$ cat src/hw/rtl/rbu_pkg.sv
// Shared types and constants for the RGBA8 blend unit.
// Used by rbu_ctrl, rbu_lane and rgba8_blend_unit_core; depends on nothing.
package rbu_pkg;

  localparam int STAGES = 4;

  localparam logic [7:0] CHAN_FULL = 8'd255;

  typedef logic [1:0] mode_t;

  localparam mode_t MODE_STRAIGHT = 2'd0;
  localparam mode_t MODE_PREMUL   = 2'd1;
  localparam mode_t MODE_ADD      = 2'd2;
  localparam mode_t MODE_MUL      = 2'd3;

  typedef logic [2:0] lane_op_t;

  localparam lane_op_t OP_STRAIGHT = 3'd0;
  localparam lane_op_t OP_PREMUL   = 3'd1;
  localparam lane_op_t OP_ADD      = 3'd2;
  localparam lane_op_t OP_MUL      = 3'd3;
  localparam lane_op_t OP_PASS     = 3'd4;

  typedef struct packed {
    logic [STAGES-1:0] load;
    logic [STAGES-1:0] valid;
  } pipe_ctrl_t;

endpackage

$ cat src/hw/rtl/rbu_ctrl.sv
// Valid and stall control for the four-stage blend pipeline.
// Depends on rbu_pkg for the stage count and the control struct.
module rbu_ctrl (
  input  logic               clk,
  input  logic               rst,
  input  logic               in_valid,
  output logic               in_ready,
  output logic               out_valid,
  input  logic               out_ready,
  output rbu_pkg::pipe_ctrl_t ctrl
);
  import rbu_pkg::*;

  logic [STAGES-1:0] valid;
  logic [STAGES-1:0] adv;

  // A stage takes new contents when it is empty or its successor moves on.
  always_comb begin
    adv[STAGES-1] = !valid[STAGES-1] || out_ready;
    for (int i = STAGES - 2; i >= 0; i--) begin
      adv[i] = !valid[i] || adv[i+1];
    end
  end

  always_ff @(posedge clk) begin
    if (rst) begin
      valid <= '0;
    end else begin
      if (adv[0]) begin
        valid[0] <= in_valid;
      end
      for (int i = 1; i < STAGES; i++) begin
        if (adv[i]) begin
          valid[i] <= valid[i-1];
        end
      end
    end
  end

  assign in_ready   = adv[0];
  assign out_valid  = valid[STAGES-1];
  assign ctrl.load  = adv;
  assign ctrl.valid = valid;

endmodule

$ cat src/hw/rtl/rbu_lane.sv
// One channel of the blend datapath: multiply, sum, divide by 255, add and saturate.
// Depends on rbu_pkg; stepped by the control struct from rbu_ctrl.
module rbu_lane (
  input  logic                clk,
  input  rbu_pkg::pipe_ctrl_t ctrl,
  input  rbu_pkg::lane_op_t   op,
  input  logic [7:0]          s,
  input  logic [7:0]          d,
  input  logic [7:0]          a,
  output logic [7:0]          res
);
  import rbu_pkg::*;

  logic [7:0]  inv;
  logic [7:0]  mx;
  logic [7:0]  my;
  logic [7:0]  mz;
  logic [7:0]  mw;
  logic [7:0]  addend;

  logic [15:0] m1;
  logic [15:0] m2;
  logic [7:0]  add1;

  logic [16:0] p_sum;
  logic [9:0]  q_est;
  logic [16:0] p2;
  logic [9:0]  q0;
  logic [7:0]  add2;

  logic [18:0] rem;
  logic [9:0]  q3;
  logic [7:0]  add3;

  logic [10:0] total;

  always_comb begin
    inv    = CHAN_FULL - a;
    mx     = '0;
    my     = '0;
    mz     = '0;
    mw     = '0;
    addend = '0;
    unique case (op)
      OP_STRAIGHT: begin
        mx = s;
        my = a;
        mz = d;
        mw = inv;
      end
      OP_PREMUL: begin
        mz     = d;
        mw     = inv;
        addend = s;
      end
      OP_ADD: begin
        mx     = s;
        my     = a;
        addend = d;
      end
      OP_MUL: begin
        mx = s;
        my = d;
        mz = d;
        mw = inv;
      end
      default: begin
        addend = d;
      end
    endcase
  end

  always_ff @(posedge clk) begin
    if (ctrl.load[0]) begin
      m1   <= 16'(mx) * 16'(my);
      m2   <= 16'(mz) * 16'(mw);
      add1 <= addend;
    end
  end

  // The estimate is never above the true quotient and at most one below it.
  always_comb begin
    p_sum = {1'b0, m1} + {1'b0, m2};
    q_est = 10'((18'(p_sum) + 18'(p_sum >> 8)) >> 8);
  end

  always_ff @(posedge clk) begin
    if (ctrl.load[1]) begin
      p2   <= p_sum;
      q0   <= q_est;
      add2 <= add1;
    end
  end

  assign rem = 19'(p2) + 19'(q0) - 19'({q0, 8'd0});

  always_ff @(posedge clk) begin
    if (ctrl.load[2]) begin
      q3   <= q0 + 10'(rem >= 19'd255);
      add3 <= add2;
    end
  end

  assign total = 11'(q3) + 11'(add3);

  always_ff @(posedge clk) begin
    if (ctrl.load[3]) begin
      res <= (total > 11'(CHAN_FULL)) ? CHAN_FULL : total[7:0];
    end
  end

endmodule

$ cat src/hw/rtl/rgba8_blend_unit_core.sv
// Top level of the RGBA8 blend unit: mode register, pipeline control and four lanes.
// Depends on rbu_pkg, rbu_ctrl and rbu_lane.
//
// The unit blends one source and one destination RGBA8 pixel per beat and accepts a
// new beat every clock; each result passes through the four register stages
// (multiply, sum and quotient estimate, quotient correction, add and saturate), the
// first of which captures the beat. A stalled output holds the pipeline without losing
// beats, and bubbles are squeezed out. The blend mode is sampled as a beat enters, so
// it should be written only while the unit is empty.
module rgba8_blend_unit_core (
  input  logic       clk,
  input  logic       rst,
  input  logic       cfg_write_en,
  input  logic [1:0] cfg_write_data,
  input  logic       in_valid,
  output logic       in_ready,
  input  logic [7:0] src_red,
  input  logic [7:0] src_green,
  input  logic [7:0] src_blue,
  input  logic [7:0] src_alpha,
  input  logic [7:0] dst_red,
  input  logic [7:0] dst_green,
  input  logic [7:0] dst_blue,
  input  logic [7:0] dst_alpha,
  output logic       out_valid,
  input  logic       out_ready,
  output logic [7:0] out_red,
  output logic [7:0] out_green,
  output logic [7:0] out_blue,
  output logic [7:0] out_alpha
);
  import rbu_pkg::*;

  mode_t      blend_mode;
  lane_op_t   color_op;
  lane_op_t   alpha_op;
  pipe_ctrl_t ctrl;

  always_ff @(posedge clk) begin
    if (rst) begin
      blend_mode <= MODE_STRAIGHT;
    end else if (cfg_write_en) begin
      blend_mode <= cfg_write_data;
    end
  end

  always_comb begin
    unique case (blend_mode)
      MODE_STRAIGHT: begin
        color_op = OP_STRAIGHT;
        alpha_op = OP_PREMUL;
      end
      MODE_PREMUL: begin
        color_op = OP_PREMUL;
        alpha_op = OP_PREMUL;
      end
      MODE_ADD: begin
        color_op = OP_ADD;
        alpha_op = OP_PASS;
      end
      MODE_MUL: begin
        color_op = OP_MUL;
        alpha_op = OP_PASS;
      end
      default: begin
        color_op = OP_STRAIGHT;
        alpha_op = OP_PREMUL;
      end
    endcase
  end

  rbu_ctrl u_ctrl (
    .clk       (clk),
    .rst       (rst),
    .in_valid  (in_valid),
    .in_ready  (in_ready),
    .out_valid (out_valid),
    .out_ready (out_ready),
    .ctrl      (ctrl)
  );

  rbu_lane u_lane_red (
    .clk  (clk),
    .ctrl (ctrl),
    .op   (color_op),
    .s    (src_red),
    .d    (dst_red),
    .a    (src_alpha),
    .res  (out_red)
  );

  rbu_lane u_lane_green (
    .clk  (clk),
    .ctrl (ctrl),
    .op   (color_op),
    .s    (src_green),
    .d    (dst_green),
    .a    (src_alpha),
    .res  (out_green)
  );

  rbu_lane u_lane_blue (
    .clk  (clk),
    .ctrl (ctrl),
    .op   (color_op),
    .s    (src_blue),
    .d    (dst_blue),
    .a    (src_alpha),
    .res  (out_blue)
  );

  rbu_lane u_lane_alpha (
    .clk  (clk),
    .ctrl (ctrl),
    .op   (alpha_op),
    .s    (src_alpha),
    .d    (dst_alpha),
    .a    (src_alpha),
    .res  (out_alpha)
  );

`ifndef NO_ASSERTIONS
  a_ready_only_full: assert property (@(posedge clk) disable iff (rst)
    !in_ready |-> ((&ctrl.valid) && !out_ready))
    else $error("input stalled while the pipeline had room");

  a_accept_enters: assert property (@(posedge clk) disable iff (rst)
    (in_valid && in_ready) |=> ctrl.valid[0])
    else $error("accepted beat did not enter the first stage");

  a_beat_count: assert property (@(posedge clk) disable iff (rst)
    !$past(rst) |-> ($countones(ctrl.valid) == $countones($past(ctrl.valid))
      + (($past(in_valid) && $past(in_ready)) ? 1 : 0)
      - (($past(out_valid) && $past(out_ready)) ? 1 : 0)))
    else $error("beat lost or duplicated inside the pipeline");

  a_held_output: assert property (@(posedge clk) disable iff (rst)
    (out_valid && !out_ready) |=>
      (out_valid && $stable({out_red, out_green, out_blue, out_alpha})))
    else $error("output beat changed while it was stalled");
`endif

endmodule

$ cat config.mk
export PLATFORM = sky130hd
export DESIGN_NAME = rgba8_blend_unit_core
export DESIGN_NICKNAME = d
export VERILOG_FILES = /design/src/hw/rtl/rbu_pkg.sv /design/src/hw/rtl/rbu_ctrl.sv /design/src/hw/rtl/rbu_lane.sv /design/src/hw/rtl/rgba8_blend_unit_core.sv
export SDC_FILE = /design/constraint.sdc
export NUM_CORES = 2
export LEC_CHECK = 0
export BUFFER_PORTS_ARGS = -buffer_cell sky130_fd_sc_hd__buf_2
export CORE_UTILIZATION = 40
export CTS_CLUSTER_DIAMETER = 30
export DETAILED_ROUTE_END_ITERATION = 6
export PLACE_DENSITY = 0.59
export SYNTH_ARGS = -nofsm -noshare
export SYNTH_HDL_FRONTEND = slang
export SYNTH_HIERARCHICAL = 1
export SYNTH_SLANG_ARGS = --single-unit
$ cat constraint.sdc
create_clock -name clk -period 13.32 [get_ports clk]
set_input_delay 0.666 -clock clk [delete_from_list [all_inputs] [get_ports clk]]
set_output_delay 0.666 -clock clk [all_outputs]
set_load 0.01 [all_outputs]
# Yosys cells after proc, flatten, opt, wreduce, memory -nomap -nowiden
# Index checks and enable logic that the tools add are counted.
[op_classes]
n_addsub = 25
mul = 8
div_mod_pow = 0
order_cmp = 8
n_eq_ne = 9
n_shift = 0
muxes = 20
bitwise = 0
reduce_logical = 21
[ops]
columns = ["operator", "n"]
rows = [
  ["$mul 8x8->16", 8],
  ["$pmux 8 s2", 8],
  ["$mux 8", 10],
  ["$ge 19x8->1 const B", 4],
  ["$sub 19x18->19", 4],
  ["$add 17x10->18", 4],
  ["$add 17x9->18", 4],
  ["$add 16x16->17", 4],
  ["$add 10x8->11", 4],
  ["$gt 11x8->1 const B", 4],
  ["$add 10x1->10", 4],
  ["$eq 3x2->1 const B", 4],
  ["$pmux 3 s4", 1],
  ["$reduce_or 2->1", 6],
  ["$reduce_or 3->1", 4],
  ["$sub 8x8->8 const A", 1],
  ["$eq 3x1->1 const B", 2],
  ["$logic_not 3->1", 2],
  ["$pmux 3 s2", 1],
  ["$eq 2x2->1 const B", 2],
  ["$logic_not 1->1", 4],
  ["$logic_or 1x1->1", 4],
  ["$eq 2x1->1 const B", 1],
  ["$logic_not 2->1", 1],
]
[totals]
ff_bits = 410
latch_bits = 0
ram_bits = 0
rom_bits = 0
input_bits = 71
out_inout_bits = 34
word_cells = 132
memories = 0

# Longest topological paths before layout
[depth]
depth_word = 7
depth_mapped = 24
mapped_depth_nobuf = 21

# Cells and area by module
# The synthesis kept the hierarchy.
[by_module_without_submodules]
columns = ["module", "instances", "cells_each", "area_each_um2", "seq_area_each_um2"]
rows = [
  ["rbu_lane at u_lane_alpha", 1, 1036, 10161.0, 3032.9],
  ["rbu_lane at u_lane_blue", 1, 1032, 10095.9, 3032.9],
  ["rbu_lane at u_lane_red", 1, 1018, 10078.4, 3032.9],
  ["rbu_lane at u_lane_green", 1, 1005, 9892.0, 3032.9],
  ["rbu_ctrl", 1, 18, 175.2, 80.1],
  ["rgba8_blend_unit_core", 1, 10, 82.6, 40.0],
]

# Worst setup path before layout
# OpenSTA, ideal clock, no wires.
[synth_path]
kind = "register -> register"
startpoint = "reg blend_mode[0]"
endpoint = "reg u_lane_green.m2[14] (data pin)"
setup_ns = 0.266
arrival_ns = 5.242
required_time_ns = 13.054
path_slack_ns = 7.812
path_stages_with_launch = 21
n_path_buf = 2
synth_period_minus_slack_ns = 5.508
path_cell_list = "dfxtp_1 > clkbuf_1 > clkbuf_1 > inv_1 > a21oi_1 > nand2_1 > or2_2 > fa_1 > fa_1 > inv_1 > fa_1 > inv_1 > fa_1 > inv_1 > ha_1 > a21boi_0 > o21ai_0 > nand2b_1 > a41o_1 > o41ai_1 > xnor2_1"
[synth_via]
elab_chain_cells = 6
word_cells_on_any_way = 12
classes_between = "1 x mul; 5 x eq/ne; 3 x mux; 3 x reduce/logical"
[synth_lines]
columns = ["item", "line_no", "rtl"]
rows = [
  ["start, declared", "rgba8_blend_unit_core.sv:34", "mode_t blend_mode;"],
  ["start signal, assigned", "rgba8_blend_unit_core.sv:43", "blend_mode <= cfg_write_data;"],
  ["$eq 2x2->1, or another cell as far along", "rgba8_blend_unit_core.sv:48", "unique case (blend_mode)"],
  ["$pmux 3 s4 *", "rgba8_blend_unit_core.sv:48", ""],
  ["net color_op[0]", "rgba8_blend_unit_core.sv:35", "lane_op_t color_op;"],
  ["$eq 3x1->1, or another cell as far along", "rbu_lane.sv:44", "unique case (op)"],
  ["$reduce_or 3->1 (no line) *", "n/a", ""],
  ["$mux 8", "rbu_lane.sv:44", ""],
  ["$mul 8x8->16 *", "rbu_lane.sv:76", "m2 <= 16'(mz) * 16'(mw);"],
  ["end signal, assigned", "rbu_lane.sv:76", ""],
  ["end, declared", "rbu_lane.sv:22", "logic [15:0] m2;"],
]
# The timed path passes the listed nets; every way through them passes the cells marked *. The select of a mux whose other input is x is not followed.
# A chain may end at the register's enable or synchronous reset.

# Worst setup path in the final report
[layout_path]
startpoint = "reg blend_mode[1]"
endpoint = "reg u_lane_alpha.m1[14] (data pin)"
[layout_via]
elab_chain_cells = 7
word_cells_on_any_way = 15
classes_between = "1 x mul; 5 x eq/ne; 3 x mux; 6 x reduce/logical"
[layout_lines]
columns = ["item", "line_no", "rtl"]
rows = [
  ["$eq 2x2->1, or another cell as far along", "rgba8_blend_unit_core.sv:48", ""],
  ["$reduce_or 2->1 (no line)", "n/a", ""],
  ["$pmux 3 s2 *", "rgba8_blend_unit_core.sv:48", ""],
  ["net alpha_op[0]", "rgba8_blend_unit_core.sv:36", "lane_op_t alpha_op;"],
  ["$eq 3x2->1 or $logic_not 3->1 (tied branches)", "rbu_lane.sv:44", ""],
  ["$reduce_or 2->1 (no line) or $reduce_or 3->1 (tied branches)", "n/a", ""],
  ["$pmux 8 s2 or $mux 8 (tied branches)", "rbu_lane.sv:44", ""],
  ["$mul 8x8->16 *", "rbu_lane.sv:75", "m1 <= 16'(mx) * 16'(my);"],
  ["end signal, assigned", "rbu_lane.sv:75", ""],
  ["end, declared", "rbu_lane.sv:21", "logic [15:0] m1;"],
]
# Marked as above.

==> impl_metrics.py <==
metrics = {
    "setup_path": {
        "crit_fanout": 47,
        "r2r_cells": 19,
        "cp.required_ns": 13.71,
        "cp_data_arrival_time_ns": 7.26,
        "worstReg2RegEnd": "u_lane_alpha/m1[14]$_DFFE_PP_",
        "crit_path_top_delay_cell": "dfxtp_2",
        "r2r_start": "blend_mode[1]$_SDFFE_PP0P_",
        "critical_path.max_stage_delay_ns": 1.05,
        "critPathKind": "reg -> reg",
        "path_cells": "inv_1 > a21oi_1 > nand2_1 > or2_2 > fa_1 > inv_1 > fa_1 > ha_1 > inv_1 > fa_1 > inv_1 > ha_1 > a21oi_1 > nor2b_1 > o211ai_1 > a21oi_1 > a311oi_1 > a21oi_1 > xor2_1",
        "r2r_setup_slack_ns": 6.46,
        "start_kind": "flop",
        "critPathCaptureType": "flop",
    },
    "timing": {
        "hold_violations": 0,
        "maxSlewHeadroom_pct": 22.8,
        "tns_ns": 0,
        "fin_skew_ns": 0.0358,
        "worst_slew_pin_slew_ns": 1.16,
        "post-route-min-period_ns": 6.86,
        "setup_viol": 0,
        "setup_slack_ns": 6.46,
        "slew_viol_final": 0,
        "rsz0062_at_grt": "false",
        "fmax_ghz": 0.146,
        "fin_crit_sh_pct": 51.5,
    },
    "routing": {
        "drt_iter0_drc": 1493,
        "routed_wl_um": 89800,
        "drc": 0,
        "routedWlPerCell_um": 15.9,
        "postRouteAntennaNets": 0,
        "vias_per_cell": 5.08,
        "vias": 28700,
        "dr.pass1.iters": 6,
    },
    "clocking": {
        "htreeDepth": 3,
        "clock-root-buffer": "clkbuf_16",
        "cts.sink_count": 410,
        "clk_pin_slew_ns": 0.04,
        "cts_made_buffers": 94,
        "clkLatencyLatePin_ns": 0.65,
        "cts_setup_buffers": 0,
        "cts_buffer_depth": 3,
        "cts_tree": "built",
        "cts_resized": 0,
        "ctsHoldBuffers": 0,
    },
    "layout": {
        "diodes": 0,
        "syn_to_final_growth_pct": 13.1,
        "final_nets": 5204,
        "drive_gt1_share_pct": 9.48,
    },
    "hold_path": {
        "min_path_cells": 3,
        "hold_path.class": "in -> reg",
        "hp-start": "in_valid",
        "min_to": "u_ctrl/valid[0]$_SDFFE_PP0P_",
    },
    "synth": {
        "avgSynthCellArea_sq_um": 9.83,
        "postSynthCellCount": 4118,
        "yosysWarnings": 6,
        "syn-cell-area_sq_um": 40500,
    },
    "global_routing": {
        "antenna_found_initial": 2,
        "grt_usage_pct": 17.8,
        "grt_pass1_wl_um": 147000,
        "grt_pass1_vias": 28800,
        "grt_max_degree": 76,
        "grt-ovfl-total": 0,
    },
    "floorplanning": {
        "die_h_um": 320,
        "core_sq_um": 100000,
        "die_area_sq_um": 102000,
        "num_rows": 116,
        "start_util_pct": 40.4,
        "die_x_um": 320,
        "num_io_pins": 105,
    },
    "power": {
        "p_leak_nw": 22.0,
        "ir_worst_vdd_uv": 109,
        "power_density_nw_per_um2": 198,
    },
    "placement": {
        "dp_hpwl_um": 70400,
        "port_buffers": 104,
        "post-place-ws_ns": 6.54,
        "gp_congestion": 0.873,
    },
    "job": {
        "maxCapViolCount": 0,
    },
    "status": {
        "status": "finished clean",
    },
}
[registers in the layout, summed over array words and instances, names as in the netlist, 17 cells and up]
signal / cells
u_lane_blue/p2: 17
u_lane_green/p2: 17
u_lane_alpha/p2: 17
u_lane_red/p2: 17
[report_power, final]
part | total (W) | switching (W) | leakage [nW] | internal, W
clock network | 0.00230 | 0.000761 | 1.55 | 0.00154
logic | 0.00467 | 0.00270 | 15.9 | 0.00196
registers | 0.00211 | 0.000177 | 4.61 | 0.00193
[final cells by class]
type | count | area [sq um]
clock inverters | 72 | 841
fillers | 9592 | 54400
repair buffers | 120 | 641
clock buffers | 105 | 2410
well taps | 1298 | 1620
inverters | 657 | 2470
multi-input cells | 2994 | 25500
flip-flops and latches | 410 | 12300
[stage by stage]
step	util [%]	total power, W	cell area (sq um)	instances	hold WS (ns)
after CTS	45.7	0.00914	45800	5656	0.205
after global placement	42.5	0.00673	42500	5479	0.401
after detailed placement	42.5	0.00677	42500	5479	0.405
after global routing	45.7	0.00983	45800	5656	0.265
final	45.7	0.00907	45800	5656	0.248
after floorplan	-	0.00571	40500	4125	0.400
[layout by cell type (no fill, tap or decap), drive strengths merged, types with 13 or more instances in the layout]
master and n:
and3 19, nand4 28, ha 552, a31oi 13, a211oi 31, or2 77
clkinvlp 13, nand2b 51, a21o 102, o21bai 21, o211ai 21, o21ai 98
or3 14, nand2 202, a21oi 180, fa 304, nor2b 35, edfxtp 404
nor3 65, o21a 30, o31ai 14, nand3 117, buf 120, clkinv 36
xor2 52, nor2 561, xnor2 192, clkbuf 105, inv 669, a22o 33
a21boi 16
[metal layers]
layer	wire, um	vias to the layer above	global-route usage [%]
li1	-	14300	-
met1	41900	13800	23.6
met2	42600	515	30.1
met3	3080	103	2.05
met4	2250	0	6.18
met5	0	-	0
[how the worst max path moves through the flow]
stage / from / end
finish: blend_mode[1]$_SDFFE_PP0P_ / u_lane_alpha/m1[14]$_DFFE_PP_
global placement: blend_mode[1]$_SDFFE_PP0P_ / u_lane_alpha/m1[14]$_DFFE_PP_
floorplan: blend_mode[0]$_SDFFE_PP0P_ / u_lane_green/m2[14]$_DFFE_PP_
detailed placement: blend_mode[1]$_SDFFE_PP0P_ / u_lane_alpha/m1[14]$_DFFE_PP_
CTS: blend_mode[1]$_SDFFE_PP0P_ / u_lane_alpha/m1[14]$_DFFE_PP_
global route: blend_mode[1]$_SDFFE_PP0P_ / u_lane_alpha/m1[14]$_DFFE_PP_
[critical path, delay by kind of cell, from the launching register on]
| family | cells | cell delay (ns) |
|---|---|---|
| flops | 1 | 1.05 |
| compound gates | 6 | 2.02 |
| simple gates | 3 | 0.88 |
| fa+ha+maj | 5 | 1.92 |
| buf+inv | 4 | 0.56 |
| xor+xnor | 1 | 0.15 |
Power figures use the tool's default switching activity.
